**src/rtl/rtcu_pkg.sv**
```systemverilog
package rtcu_pkg;

    localparam int CFG_INDEX_W = 2;
    localparam int CFG_DATA_W  = 14;
    localparam int YEAR_W      = 15;
    localparam int DAYS_W      = 25;
    localparam int TOD_W       = 20;
    localparam int OUT_W       = 41;

    localparam logic [CFG_INDEX_W-1:0] REG_BCD_MODE    = 2'd0;
    localparam logic [CFG_INDEX_W-1:0] REG_TWELVE_HOUR = 2'd1;
    localparam logic [CFG_INDEX_W-1:0] REG_HAS_CENTURY = 2'd2;
    localparam logic [CFG_INDEX_W-1:0] REG_PIVOT_YEAR  = 2'd3;

    localparam logic [CFG_DATA_W-1:0] PIVOT_RESET   = 14'd2020;
    localparam logic [7:0]            PIVOT_Q_RESET = 8'd20;

    localparam logic [27:0] RECIP_100  = 28'd5243;
    localparam int          SHIFT_100  = 19;
    localparam logic [15:0] RECIP_12   = 16'd171;
    localparam int          SHIFT_12   = 11;

    localparam logic signed [DAYS_W-1:0] EPOCH_DAYS_PLUS_ONE = 25'sd719529;
    localparam logic signed [OUT_W-1:0]  SECS_PER_DAY        = 41'sd86400;

    function automatic logic [7:0] bcd_dec(input logic [7:0] b);
        logic [7:0] tens;
        tens = {4'b0, b[7:4]};
        return 8'((tens << 3) + (tens << 1) + {4'b0, b[3:0]});
    endfunction

    function automatic logic [8:0] month_start(input logic leap, input logic [3:0] idx);
        logic [8:0] d;
        case (idx)
            4'd0:    d = 9'd0;
            4'd1:    d = 9'd31;
            4'd2:    d = 9'd59;
            4'd3:    d = 9'd90;
            4'd4:    d = 9'd120;
            4'd5:    d = 9'd151;
            4'd6:    d = 9'd181;
            4'd7:    d = 9'd212;
            4'd8:    d = 9'd243;
            4'd9:    d = 9'd273;
            4'd10:   d = 9'd304;
            4'd11:   d = 9'd334;
            default: d = 9'd0;
        endcase
        if (leap && (idx >= 4'd2) && (idx <= 4'd11))
        begin
            d = d + 9'd1;
        end
        return d;
    endfunction

endpackage

```
**src/rtl/rtc_fields_to_unix_seconds_unit.sv**
```systemverilog
// Converts one snapshot of raw real-time-clock bytes into signed seconds since
// 1970-01-01 00:00:00 in the proleptic Gregorian calendar.
// Input channel: in_valid with in_stall; a word is taken at a clock edge where
// in_valid is high and in_stall is low. The seven raw bytes travel as one word.
// Output channel: out_valid with out_stall; unix_seconds holds steady while the
// receiver stalls.
// The configuration port writes one register per edge with cfg_we high; write
// it only while no word is in flight.
// An accepted input word moves in order through the six register stages s1-s6.
// Throughput is one word per cycle while the output is not stalled; each stage
// holds a valid bit, so bubbles close up; a stall backs up one stage at a time.
// in_stall rises only when every stage holds a word and the output is stalled.
// Reset empties the pipeline and restores the registers to binary mode,
// 24-hour time, no century byte and a pivot year of 2020.
module rtc_fields_to_unix_seconds_unit (
    input  logic                             clk,
    input  logic                             rst_n,
    input  logic                             cfg_we,
    input  logic [rtcu_pkg::CFG_INDEX_W-1:0] cfg_index,
    input  logic [rtcu_pkg::CFG_DATA_W-1:0]  cfg_data,
    input  logic                             in_valid,
    output logic                             in_stall,
    input  logic [7:0]                       raw_second,
    input  logic [7:0]                       raw_minute,
    input  logic [7:0]                       raw_hour,
    input  logic [7:0]                       raw_day,
    input  logic [7:0]                       raw_month,
    input  logic [7:0]                       raw_year,
    input  logic [7:0]                       raw_century,
    output logic                             out_valid,
    input  logic                             out_stall,
    output logic signed [rtcu_pkg::OUT_W-1:0] unix_seconds
);
    import rtcu_pkg::*;

    logic                  bcd_mode_reg;
    logic                  twelve_hour_reg;
    logic                  has_century_reg;
    logic [CFG_DATA_W-1:0] pivot_year_reg;
    logic [7:0]            pivot_q_reg;
    logic [27:0]           pivot_prod;

    logic en1, en2, en3, en4, en5, en6;
    logic s1_valid_reg, s2_valid_reg, s3_valid_reg;
    logic s4_valid_reg, s5_valid_reg, s6_valid_reg;

    logic [7:0]        s1_sec_reg, s1_min_reg, s1_hr_reg, s1_day_reg, s1_m1_reg;
    logic [YEAR_W-1:0] s1_year_reg;
    logic [7:0]        s1_sec_next, s1_min_next, s1_hr_next, s1_day_next, s1_m1_next;
    logic [YEAR_W-1:0] s1_year_next;

    logic [YEAR_W-1:0] s2_year_reg;
    logic [12:0]       s2_q4_reg;
    logic [8:0]        s2_q100_reg, s2_d100_reg;
    logic [6:0]        s2_q400_reg;
    logic [3:0]        s2_midx_reg;
    logic [7:0]        s2_day_reg;
    logic [TOD_W-1:0]  s2_tod_reg;
    logic [12:0]       s2_q4_next;
    logic [8:0]        s2_q100_next, s2_d100_next;
    logic [6:0]        s2_q400_next;
    logic [3:0]        s2_midx_next;
    logic [TOD_W-1:0]  s2_tod_next;

    logic [23:0]      s3_base_reg, s3_base_next;
    logic [8:0]       s3_mstart_reg, s3_mstart_next;
    logic [7:0]       s3_day_reg;
    logic [TOD_W-1:0] s3_tod_reg;

    logic signed [DAYS_W-1:0] s4_days_reg, s4_days_next;
    logic [TOD_W-1:0]         s4_tod_reg;

    logic signed [OUT_W-1:0] s5_prod_reg, s5_prod_next;
    logic [TOD_W-1:0]        s5_tod_reg;

    logic signed [OUT_W-1:0] s6_unix_reg, s6_unix_next;

    assign pivot_prod = 28'(cfg_data) * RECIP_100;

    always_ff @(posedge clk or negedge rst_n)
    begin
        if (!rst_n)
        begin
            bcd_mode_reg    <= 1'b0;
            twelve_hour_reg <= 1'b0;
            has_century_reg <= 1'b0;
            pivot_year_reg  <= PIVOT_RESET;
            pivot_q_reg     <= PIVOT_Q_RESET;
        end
        else if (cfg_we)
        begin
            unique case (cfg_index)
                REG_BCD_MODE:    bcd_mode_reg    <= cfg_data[0];
                REG_TWELVE_HOUR: twelve_hour_reg <= cfg_data[0];
                REG_HAS_CENTURY: has_century_reg <= cfg_data[0];
                REG_PIVOT_YEAR:
                begin
                    pivot_year_reg <= cfg_data;
                    pivot_q_reg    <= 8'(pivot_prod >> SHIFT_100);
                end
            endcase
        end
    end

    assign en6      = !s6_valid_reg || !out_stall;
    assign en5      = !s5_valid_reg || en6;
    assign en4      = !s4_valid_reg || en5;
    assign en3      = !s3_valid_reg || en4;
    assign en2      = !s2_valid_reg || en3;
    assign en1      = !s1_valid_reg || en2;
    assign in_stall = !en1;

    always_ff @(posedge clk or negedge rst_n)
    begin
        if (!rst_n)
        begin
            s1_valid_reg <= 1'b0;
            s2_valid_reg <= 1'b0;
            s3_valid_reg <= 1'b0;
            s4_valid_reg <= 1'b0;
            s5_valid_reg <= 1'b0;
            s6_valid_reg <= 1'b0;
        end
        else
        begin
            if (en1)
            begin
                s1_valid_reg <= in_valid;
            end
            if (en2)
            begin
                s2_valid_reg <= s1_valid_reg;
            end
            if (en3)
            begin
                s3_valid_reg <= s2_valid_reg;
            end
            if (en4)
            begin
                s4_valid_reg <= s3_valid_reg;
            end
            if (en5)
            begin
                s5_valid_reg <= s4_valid_reg;
            end
            if (en6)
            begin
                s6_valid_reg <= s5_valid_reg;
            end
        end
    end

    // Decode the bytes, fold the hour to 24-hour form and build the full year.
    always_comb
    begin
        logic [7:0]        hr_low_dec;
        logic [7:0]        hr_sel;
        logic [7:0]        h12;
        logic [7:0]        yr_sel;
        logic [7:0]        cent_sel;
        logic [7:0]        mon_sel;
        logic [CFG_DATA_W-1:0] pivot_cent;
        logic [6:0]        pivot_mod;
        logic [YEAR_W-1:0] year_cent;
        logic [YEAR_W-1:0] year_win;

        hr_low_dec  = bcd_dec({1'b0, raw_hour[6:0]});
        s1_sec_next = bcd_mode_reg ? bcd_dec(raw_second) : raw_second;
        s1_min_next = bcd_mode_reg ? bcd_dec(raw_minute) : raw_minute;
        s1_day_next = bcd_mode_reg ? bcd_dec(raw_day) : raw_day;
        mon_sel     = bcd_mode_reg ? bcd_dec(raw_month) : raw_month;
        yr_sel      = bcd_mode_reg ? bcd_dec(raw_year) : raw_year;
        cent_sel    = bcd_mode_reg ? bcd_dec(raw_century) : raw_century;
        hr_sel      = bcd_mode_reg ? {raw_hour[7], hr_low_dec[6:0]} : raw_hour;

        h12 = (hr_sel[6:0] == 7'd12) ? 8'd0 : {1'b0, hr_sel[6:0]};
        if (hr_sel[7])
        begin
            h12 = h12 + 8'd12;
        end
        s1_hr_next = twelve_hour_reg ? h12 : hr_sel;

        pivot_cent = 14'(16'(pivot_q_reg) * 16'd100);
        pivot_mod  = 7'(pivot_year_reg - pivot_cent);
        year_cent  = 15'(cent_sel) * 15'd100 + 15'(yr_sel);
        year_win   = 15'(yr_sel) + ((yr_sel < {1'b0, pivot_mod}) ? 15'd100 : 15'd0)
                   + 15'(pivot_cent);
        s1_year_next = has_century_reg ? year_cent : year_win;
        s1_m1_next   = mon_sel - 8'd1;
    end

    always_ff @(posedge clk)
    begin
        if (en1)
        begin
            s1_sec_reg  <= s1_sec_next;
            s1_min_reg  <= s1_min_next;
            s1_hr_reg   <= s1_hr_next;
            s1_day_reg  <= s1_day_next;
            s1_m1_reg   <= s1_m1_next;
            s1_year_reg <= s1_year_next;
        end
    end

    // Leap-day counts by reciprocal multiplication, month index and time of day.
    always_comb
    begin
        logic [27:0] p100;
        logic [27:0] pd100;
        logic [27:0] p400;
        logic [12:0] t400;
        logic [15:0] mprod;
        logic [4:0]  mq;

        s2_q4_next   = 13'((s1_year_reg + 15'd3) >> 2);
        p100         = 28'(s1_year_reg + 15'd99) * RECIP_100;
        s2_q100_next = 9'(p100 >> SHIFT_100);
        pd100        = 28'(s1_year_reg) * RECIP_100;
        s2_d100_next = 9'(pd100 >> SHIFT_100);
        t400         = 13'((s1_year_reg + 15'd399) >> 2);
        p400         = 28'(t400) * RECIP_100;
        s2_q400_next = 7'(p400 >> SHIFT_100);

        mprod        = 16'(s1_m1_reg) * RECIP_12;
        mq           = 5'(mprod >> SHIFT_12);
        s2_midx_next = 4'(s1_m1_reg - {mq, 3'b0} - {1'b0, mq, 2'b0});

        s2_tod_next = 20'(s1_hr_reg) * 20'd3600 + 20'(s1_min_reg) * 20'd60
                    + 20'(s1_sec_reg);
    end

    always_ff @(posedge clk)
    begin
        if (en2)
        begin
            s2_year_reg <= s1_year_reg;
            s2_q4_reg   <= s2_q4_next;
            s2_q100_reg <= s2_q100_next;
            s2_d100_reg <= s2_d100_next;
            s2_q400_reg <= s2_q400_next;
            s2_midx_reg <= s2_midx_next;
            s2_day_reg  <= s1_day_reg;
            s2_tod_reg  <= s2_tod_next;
        end
    end

    // The year is a multiple of 100 exactly when both quotients by 100 agree.
    always_comb
    begin
        logic leap;

        leap = (s2_year_reg[1:0] == 2'd0)
            && ((s2_q100_reg != s2_d100_reg) || (s2_d100_reg[1:0] == 2'd0));
        s3_mstart_next = month_start(leap, s2_midx_reg);
        s3_base_next   = 24'(s2_year_reg) * 24'd365 + 24'(s2_q4_reg)
                       + 24'(s2_q400_reg) - 24'(s2_q100_reg);
    end

    always_ff @(posedge clk)
    begin
        if (en3)
        begin
            s3_base_reg   <= s3_base_next;
            s3_mstart_reg <= s3_mstart_next;
            s3_day_reg    <= s2_day_reg;
            s3_tod_reg    <= s2_tod_reg;
        end
    end

    assign s4_days_next = $signed({1'b0, s3_base_reg}) + $signed({16'b0, s3_mstart_reg})
                        + $signed({17'b0, s3_day_reg}) - EPOCH_DAYS_PLUS_ONE;

    always_ff @(posedge clk)
    begin
        if (en4)
        begin
            s4_days_reg <= s4_days_next;
            s4_tod_reg  <= s3_tod_reg;
        end
    end

    always_comb
    begin
        logic signed [OUT_W-1:0] days_wide;

        days_wide    = OUT_W'(s4_days_reg);
        s5_prod_next = days_wide * SECS_PER_DAY;
    end

    always_ff @(posedge clk)
    begin
        if (en5)
        begin
            s5_prod_reg <= s5_prod_next;
            s5_tod_reg  <= s4_tod_reg;
        end
    end

    assign s6_unix_next = s5_prod_reg + $signed({21'b0, s5_tod_reg});

    always_ff @(posedge clk)
    begin
        if (en6)
        begin
            s6_unix_reg <= s6_unix_next;
        end
    end

    assign out_valid    = s6_valid_reg;
    assign unix_seconds = s6_unix_reg;

endmodule

```
**config.mk**
```make
export PLATFORM = sky130hd
export DESIGN_NAME = rtc_fields_to_unix_seconds_unit
export DESIGN_NICKNAME = d
export VERILOG_FILES = /design/src/rtl/rtcu_pkg.sv /design/src/rtl/rtc_fields_to_unix_seconds_unit.sv
export SDC_FILE = /design/constraint.sdc
export NUM_CORES = 2
export LEC_CHECK = 0
export ABC_AREA = 1
export BUFFER_PORTS_ARGS = -buffer_cell sky130_fd_sc_hd__buf_2
export CAP_MARGIN = 20
export CORE_AREA = 10 10 280 308
export CTS_CLUSTER_DIAMETER = 200
export DETAILED_ROUTE_END_ITERATION = 16
export DIE_AREA = 0 0 290 318
export PLACE_DENSITY = 0.74
export SYNTH_ARGS = -nofsm -noshare
export SYNTH_HDL_FRONTEND = slang
export SYNTH_SLANG_ARGS = --single-unit
```
**constraint.sdc**
```tcl
create_clock -name clk -period 9.2 [get_ports clk]
set_clock_uncertainty 0.1 [all_clocks]
set_input_delay 0.92 -clock clk [delete_from_list [all_inputs] [get_ports clk]]
set_output_delay 0.92 -clock clk [all_outputs]
set_load 0.005 [all_outputs]
```
==> flow_metrics.env <==
export IMPL_status="finished clean"
export IMPL_maxCapViolCount=0
export IMPL_drive_gt1_frac=0.0566
export IMPL_syn_cell_area_sq_um=47400
export IMPL_synth_seq_area_share=0.233
export IMPL_grt_pass1_vias=34500
export IMPL_coreArea_sq_um=79900
export IMPL_viasPerCell=5.28
export IMPL_path_delay_family="adder cells"
export IMPL_multi_input_area_sq_um=31600
export IMPL_period_minus_slack_ps=6870
export IMPL_drv_slew=0
export IMPL_cts_root_buf="clkbuf_16"
export IMPL_drc=0
export IMPL_yosys_area_share_simple=0.109
export IMPL_seq_area_sq_um=11000
export IMPL_synth_mux_area_frac=0.000686
export IMPL_wirelength_microns=103000
export IMPL_synth_top_area_share=0.240
export IMPL_crit_type="register to register"
export IMPL_syn_inst=5018
export IMPL_ys_warn_count=0
export IMPL_synth_seq_cells=374
export IMPL_port_buffers=119
export IMPL_cts_sinks=374
export IMPL_finalCritPeriodShare=0.746
export IMPL_clk_pin_slew_ps=70
export IMPL_grt_max_degree=57
export IMPL_cts_made_buffers=42
export IMPL_fmax_mhz=146
export IMPL_start_util=0.593
export IMPL_post_cts_setup_buffers=0
export IMPL_setup_tns_ps=0
export IMPL_arrival_ps=7110
export IMPL_cp_required_ps=9440
export IMPL_synth_area_leaders="ha_1, edfxtp_1, fa_1"
export IMPL_clk_path_buf_depth=3
export IMPL_layout_common_cells="inv_1, ha_1, nand2_1"
export IMPL_synth_top_family_by_area="adder cells"
export IMPL_yosysTopAreaCell="ha_1"
export IMPL_finalHoldViolCount=0
export IMPL_synth_compound_area_frac=0.0661
export IMPL_num_rows=109
export IMPL_clk_latency_ps=600
export IMPL_synthAdderAreaFrac=0.444
export IMPL_tightest_slew_ps=979
export IMPL_end_kind="register"
export IMPL_critPathSlowestCell="edfxtp_1"
export IMPL_antenna_found_initial=5
export IMPL_cts_tree="yes"
export IMPL_chipWidth_microns=290
export IMPL_final_nets=6643
export IMPL_crit_buf_inv=8
export IMPL_synth_net_count=6487
export IMPL_h_tree_depth=2
export IMPL_synthToLayoutAreaGrowth_pct=7.01
export IMPL_dr_pass1_iters=5
export IMPL_routabilityCongestion=0.932
export IMPL_largest_register_ffs=41
export IMPL_slew_headroom=0.345
export IMPL_cts_resized=0
export IMPL_start_kind="register"
export IMPL_dieArea_sq_um=92200
export IMPL_hpwl_microns=89200
export IMPL_crit_top_cell="inv_1"
export IMPL_path_max_fanout=10
export IMPL_die_y_microns=318
export IMPL_synthFlopType="edfxtp_1"
export IMPL_ios=120
export IMPL_grt_pass1_wl_microns=171000
export IMPL_rsz0062_at_grt="false"
export IMPL_min_path_type="input port to asynchronous set/reset pin"
export IMPL_drtIter0Drc=1719
export IMPL_synth_edff_count=341
export IMPL_synthArstFlopShare=0.0642
export IMPL_final_common_cell="inv_1"
export IMPL_finalSetupViolCount=0
export IMPL_hold_buffers=0
export IMPL_fillers=6593
export IMPL_synth_cell_types=67
export IMPL_wl_per_cell_microns=16.5
export IMPL_synth_avg_cell_area_sq_um=9.45
export IMPL_grt_usage=0.224
export IMPL_gr_total_overflow=0
export IMPL_slowest_delay_ps=620
export IMPL_via_count=33000
export IMPL_synth_xor_area_share=0.0476
export IMPL_detail_route_antenna_nets=0
==> routing by layer <==
layer  track usage  vias to the layer above  share of wire
met5             0                        -        0.00024
met4        0.0665                        4          0.030
met3        0.0277                      162          0.038
met2         0.401                      597           0.50
met1         0.280                    15900           0.43
li1              -                    16400              -
==> synthesized netlist by cell type, drive strengths merged (17+ instances only) <==
master  number
a21o        25
a21oi      241
a31oi       30
dfrtp       19
edfxtp     341
fa         484
ha         908
inv       1243
nand2      672
nand3      182
nand4       41
nor2       205
nor3        50
o21ai      164
o21bai      21
or2         17
xnor2       82
xor2       174
==> path summary, 6_finish.rpt <==
path / to / start / slack [ps] / cells after the start
setup / recovery: s2_q400_reg[6] / s1_year_reg[0] / 2330 / 28
hold / removal: pivot_q_reg[0] / rst_n / 250 / 1
setup reg to reg: s2_q400_reg[6] / s1_year_reg[0] / 2330 / 28
hold reg to reg: s3_tod_reg[15] / s2_tod_reg[15] / 310 / 0
max in group asynchronous: bcd_mode_reg / rst_n / 8280 / 1
min in group clk: s3_tod_reg[15] / s2_tod_reg[15] / 310 / 0
==> cell type report <==
cell class,instances,area share
antenna,1,0.0000493
clock buffer,45,0.0209
clock inverter,33,0.00661
inverter,1243,0.0920
multi-input combinational,3384,0.624
sequential,374,0.217
tap,1054,0.0260
timing repair buffer,129,0.0135
==> logic make-up after synthesis <==
group | count (synthesis)
buffers and inverters | 1260
DFF | 374
muxes | 3
AOI/OAI and AO/OA | 539
and+or+nand+nor | 1194
adders and majority gates | 1392
xor gates and xnor gates | 256
==> metrics by stage <==
step	cells	cell area, sq um	hold slack [ps]	utilization	worst slack (ps)
after detailed placement	6183	49300	305	0.617	2410
after floorplan	5018	47400	300	-	3040
after CTS	6261	50700	257	0.634	2410
after global placement	6183	49300	301	0.617	2520
final	6263	50700	253	0.635	2330
after global routing	6263	50700	291	0.635	1820
Power is not shown: default switching activity piles up to over one toggle a cycle in this logic, so the estimate is an artifact.
